--- config.mk ---
export PLATFORM = sky130hd
export DESIGN_NAME = sqvg_div
export DESIGN_NICKNAME = d
export VERILOG_FILES = /design/src/rtl/sqvg_div.sv
export SDC_FILE = /design/constraint.sdc
export NUM_CORES = 2
export LEC_CHECK = 0
export BUFFER_PORTS_ARGS = -buffer_cell sky130_fd_sc_hd__buf_4
export CORE_UTILIZATION = 64
export CTS_CLUSTER_DIAMETER = 50
export DETAILED_ROUTE_END_ITERATION = 8
export GPL_TIMING_DRIVEN = 0
export PLACE_DENSITY = 0.81
export SLEW_MARGIN = 30
export SYNTH_ARGS = -nofsm -noshare
export SYNTH_HDL_FRONTEND = slang
export SYNTH_SLANG_ARGS = --single-unit
--- constraint.sdc ---
create_clock -name clock -period 8.25 [get_ports clock]
set_input_delay 1.2375 -clock clock [delete_from_list [all_inputs] [get_ports clock]]
set_output_delay 1.2375 -clock clock [all_outputs]
set_load 0.1 [all_outputs]
--- src/rtl/sqvg_div.sv ---
// ----------------------------------------------------------------------------
// sqvg_div
// pipelined unsigned restoring divider, two quotient bits per stage
// ----------------------------------------------------------------------------
module sqvg_div #(
   parameter int NUM_W  = 34,   // even
   parameter int DEN_W  = 16,
   parameter int SIDE_W = 8
) (
   input  logic              clock,
   input  logic              reset,
   input  logic              en,
   input  logic              in_valid,
   input  logic [NUM_W-1:0]  num,
   input  logic [DEN_W-1:0]  den,
   input  logic [SIDE_W-1:0] side_in,
   output logic              out_valid,
   output logic [NUM_W-1:0]  quo,
   output logic [SIDE_W-1:0] side_out
);

   localparam int STAGES = NUM_W / 2;

   logic              valid_ff [STAGES];
   logic [NUM_W-1:0]  work_ff  [STAGES];
   logic [DEN_W-1:0]  rem_ff   [STAGES];
   logic [DEN_W-1:0]  den_ff   [STAGES];
   logic [SIDE_W-1:0] side_ff  [STAGES];

   logic [NUM_W-1:0]  work_src [STAGES];
   logic [DEN_W-1:0]  rem_src  [STAGES];
   logic [DEN_W-1:0]  den_src  [STAGES];
   logic [NUM_W-1:0]  work_in  [STAGES];
   logic [DEN_W-1:0]  rem_in   [STAGES];

   for (genvar s = 0; s < STAGES; s++) begin : g_stage
      if (s == 0) begin : g_first
         assign work_src[s] = num;
         assign rem_src[s]  = '0;
         assign den_src[s]  = den;
      end else begin : g_next
         assign work_src[s] = work_ff[s-1];
         assign rem_src[s]  = rem_ff[s-1];
         assign den_src[s]  = den_ff[s-1];
      end

      // two restoring steps: dividend bits leave at the top, quotient enters at the bottom
      always_comb begin
         logic [DEN_W:0]   t;
         logic [DEN_W-1:0] r;
         logic [NUM_W-1:0] w;
         logic             ge;
         r = rem_src[s];
         w = work_src[s];
         for (int k = 0; k < 2; k++) begin
            t  = {r, w[NUM_W-1]};
            ge = (t >= {1'b0, den_src[s]});
            r  = ge ? DEN_W'(t - {1'b0, den_src[s]}) : t[DEN_W-1:0];
            w  = {w[NUM_W-2:0], ge};
         end
         rem_in[s]  = r;
         work_in[s] = w;
      end

      always_ff @(posedge clock) begin
         if (en) begin
            work_ff[s] <= work_in[s];
            rem_ff[s]  <= rem_in[s];
            den_ff[s]  <= den_src[s];
         end
      end
   end

   always_ff @(posedge clock) begin
      if (reset) begin
         for (int s = 0; s < STAGES; s++) valid_ff[s] <= 1'b0;
      end else if (en) begin
         valid_ff[0] <= in_valid;
         for (int s = 1; s < STAGES; s++) valid_ff[s] <= valid_ff[s-1];
      end
   end

   always_ff @(posedge clock) begin
      if (en) begin
         side_ff[0] <= side_in;
         for (int s = 1; s < STAGES; s++) side_ff[s] <= side_ff[s-1];
      end
   end

   assign out_valid = valid_ff[STAGES-1];
   assign quo       = work_ff[STAGES-1];
   assign side_out  = side_ff[STAGES-1];

endmodule

==> parameters.txt <==
Parameter                              Value

Synthesis
  Cell types occupying the most area after synthesis    edfxtp_1 (56%), ha_1 (9.9%), mux2_2 (4.8%)
  Part of the Yosys area used for sequential elements    0.557
  Number of nets produced by synthesis    6006
  Syn avg cell area    12.5 sq um
  Number of instances in the synthesized netlist    5382
  Compound-cell area share of the yosys netlist    0.119
  Fraction of registers with async set/reset    0
  Number of storage elements in the synthesis netlist    1243
  Xor and xnor fraction of the mapped netlist area    0.0511
  Library cell occupying the most area in the post-synthesis netlist    edfxtp_1
  Largest family of logic cells by synthesized area    compound AO/OA/AOI/OAI gates
  Proportion of synthesized area in mux cells    0.0530
  Number of enable-type register cells in the synthesized netlist    1243
  Area share of fa/ha/maj cells after synthesis    0.108
  Simple-gate portion of the synthesized area    0.0785
  YS warnings    0
  Fraction of synthesized cell area taken by the top area cell type    0.557
  Count of unique library cells instantiated by Yosys    89
  Flip-flop cell with the highest count after synthesis    edfxtp_1
  Cell Area, Synth    67100 sq um

Global routing
  Grt peak-use layer    met2
  M3 GR Usage    0.0317
  Wire length of the first global-routing pass    218000 um
  Overflow after GRT    0
  Largest net degree at the start of global routing    146
  Met1 demand-to-capacity share in global routing    0.355
  Overall global routing resource usage    0.259
  Fraction of met2 tracks used by global routing    0.429
  Number of antenna violations at the first check in global routing    1
  Via count of the first global-routing pass    41613

Critical path
  Maximum net fanout on the critical path    10
  Worst Path Arrival    8.04 ns
  Critical-path cell with the highest stage delay    a221oi_2
  Slack of the worst reg-to-reg path    0.72 ns
  CP Launch Point    den_ff[0][193]
  Required time at the endpoint of the critical path    8.76 ns
  Startpoint types    register
  Top cell by count, worst path    nand2_1
  Worst path max stage delay    0.89 ns
  Reg2Reg Launch Point    den_ff[0][193]
  Cell-by-cell trace of the critical path    inv_1 -> ha_1 -> nor2b_1 -> o31ai_1 -> a21oi_1 -> o41ai_1 -> o21ai_0 -> a221oi_2 -> clkbuf_1 -> nand2_1 -> o31ai_1 -> ha_1 -> a211oi_1 -> nand2b_1 -> o21ba_2 -> a221o_1 -> a21o_1 -> a21o_1 -> nand2_1 -> nand2_1 -> buf_2 -> mux2_2
  Critical path capture point type    register
  Crit Path Category    reg -> reg

STA
  Slew at the pin closest to its max-slew limit    1.01 ns
  Hold Worst Slack    0.382 ns
  Final hold violations    0
  Count of final setup violators    0
  Setup TNS after final layout    0 ns
  Number of pins exceeding their max-slew limit in the final report    0
  Tightest slew margin relative to the limit    0.321
  Final critical path time including I/O delays and setup    7.53 ns
  Unrepaired setup endpoints after global routing    no
  Part of the cycle the worst path needs    0.913
  Achievable frequency    133 MHz
  Clock Skew    0.0335 ns

Route
  Final wirelength    138000 um
  Detailed-route via count    42659
  Avg Vias per Cell    5.98
  Residual DRC count    0
  Count of antenna-violating nets left after detailed routing    0
  Detailed-routing iteration count for the pre-antenna-repair pass    5
  Number of DRC violations after detailed-routing iteration 0    3432
  Routed wire length per instance    19.3 um

Layout
  Sequential cell area    37300 sq um
  Most used cells in the layout excluding fill and tap cells    edfxtp_1 (1243), ha_1 (530), inv_1 (444)
  Ant. Diodes    0
  Most common cell after layout, fill and taps aside    edfxtp_1
  Net count, final    6263
  Layout cell share with drive strength beyond 1    0.123
  Final core area utilization    0.719
  Multi-input logic area    27500 sq um
  Signed area change from the synthesized netlist to the final layout    11.1%
  Fill cell count    7094
  Number of non-filler instances in the completed layout    7131

Flow run
  Max capacitance violation total    0

Die
  Number of top-level design ports    105
  Area of the die    106000 sq um
  Area of the placeable core    104000 sq um
  Width of the die    326 um
  Floorplan die height    326 um
  Initial core utilization    0.647
  Row count    118

Run status
  Result of the run    finished, final reports clean

Hold path
  Min-delay worst type    reg -> reg
  Startpoint of the tightest hold check path    work_ff[0][71]

Clock network
  Clock buffer depth    3
  Clock sink count    1243
  Post-CTS Setup Repair Bufs    0
  CTS tree    built
  Hold buffer count at CTS    0
  Latest clock arrival within the worst-skew pair    0.78 ns
  Post_cts resized    0
  Clock H-tree levels    4
  Number of buffers created by CTS    142
  Clock Pin Slew Worst Setup and Hold Paths    0.06 ns
  Root buf cell    clkbuf_16

Placed design
  Number of buffers added on ports    104
  Final Wtd Congestion    0.941
  HPWL Detailed    102000 um
  Post-placement cell count    6875
synthesized netlist by cell type, drive strengths merged, types with 80 or more instances:
| cell type | number |
|---|---|
| nor3 | 90 |
| o21a | 95 |
| nor2 | 316 |
| o21ai | 268 |
| a21o | 138 |
| edfxtp | 1243 |
| inv | 444 |
| xor2 | 121 |
| a21oi | 335 |
| nand2 | 259 |
| xnor2 | 270 |
| nand4 | 80 |
| ha | 530 |
| mux2 | 290 |
path summary, 6_finish.rpt:
path / to / cells after the start
setup / recovery: rem_ff[0][219] / 22
hold / removal: work_ff[0][107] / 0
setup reg to reg: rem_ff[0][219] / 22
hold reg to reg: work_ff[0][107] / 0
per-layer routing:
metal | share of wire | wire length (um)
met1 | 0.44 | 61200
met2 | 0.48 | 65800
met3 | 0.050 | 6930
met4 | 0.028 | 3930
met5 | 0 | 0
sequential cells by signal, summed over array words and instances (netlist names):
signal and flops:
rem_ff 256, side_ff 136, work_ff 578, valid_ff 17
den_ff 256
cells by family after synthesis:
group	count (synthesis)
flops	1243
compound gates	1225
simple gates	1093
fa+ha+maj	562
buf+inv	552
xor+xnor	391
mux	316
critical path, delay by kind of cell (launching register included):
family	cells	cell delay, ns
and+or+nand+nor	5	0.69
muxes	1	0.32
adders and majority gates	2	0.63
AOI/OAI and AO/OA	11	4.06
buffers and inverters	3	1.07
DFF	1	0.45
final cells by class:
class                           count  share of cell area
Inverter                          445              0.0224
Clock buffer                      164              0.0488
Tap cell                         1380              0.0232
Buffer                            107             0.00779
Clock inverter                     92              0.0140
Multi-Input combinational cell   3587               0.369
Timing Repair Buffer              113              0.0141
Sequential cell                  1243               0.501
per-stage QoR:
| step | cell area, sq um | worst slack [ns] |
|---|---|---|
| global route | 74500 | 0.296 |
| floorplan | 67100 | 2.50 |
| CTS | 74500 | 0.917 |
| detailed placement | 69800 | 1.03 |
| finish | 74500 | 0.718 |
| global placement | 69600 | -5.16 |
Power is left out: the tool's default activity adds up to more than one toggle a clock period on the data nets, which glitch-free logic cannot reach.
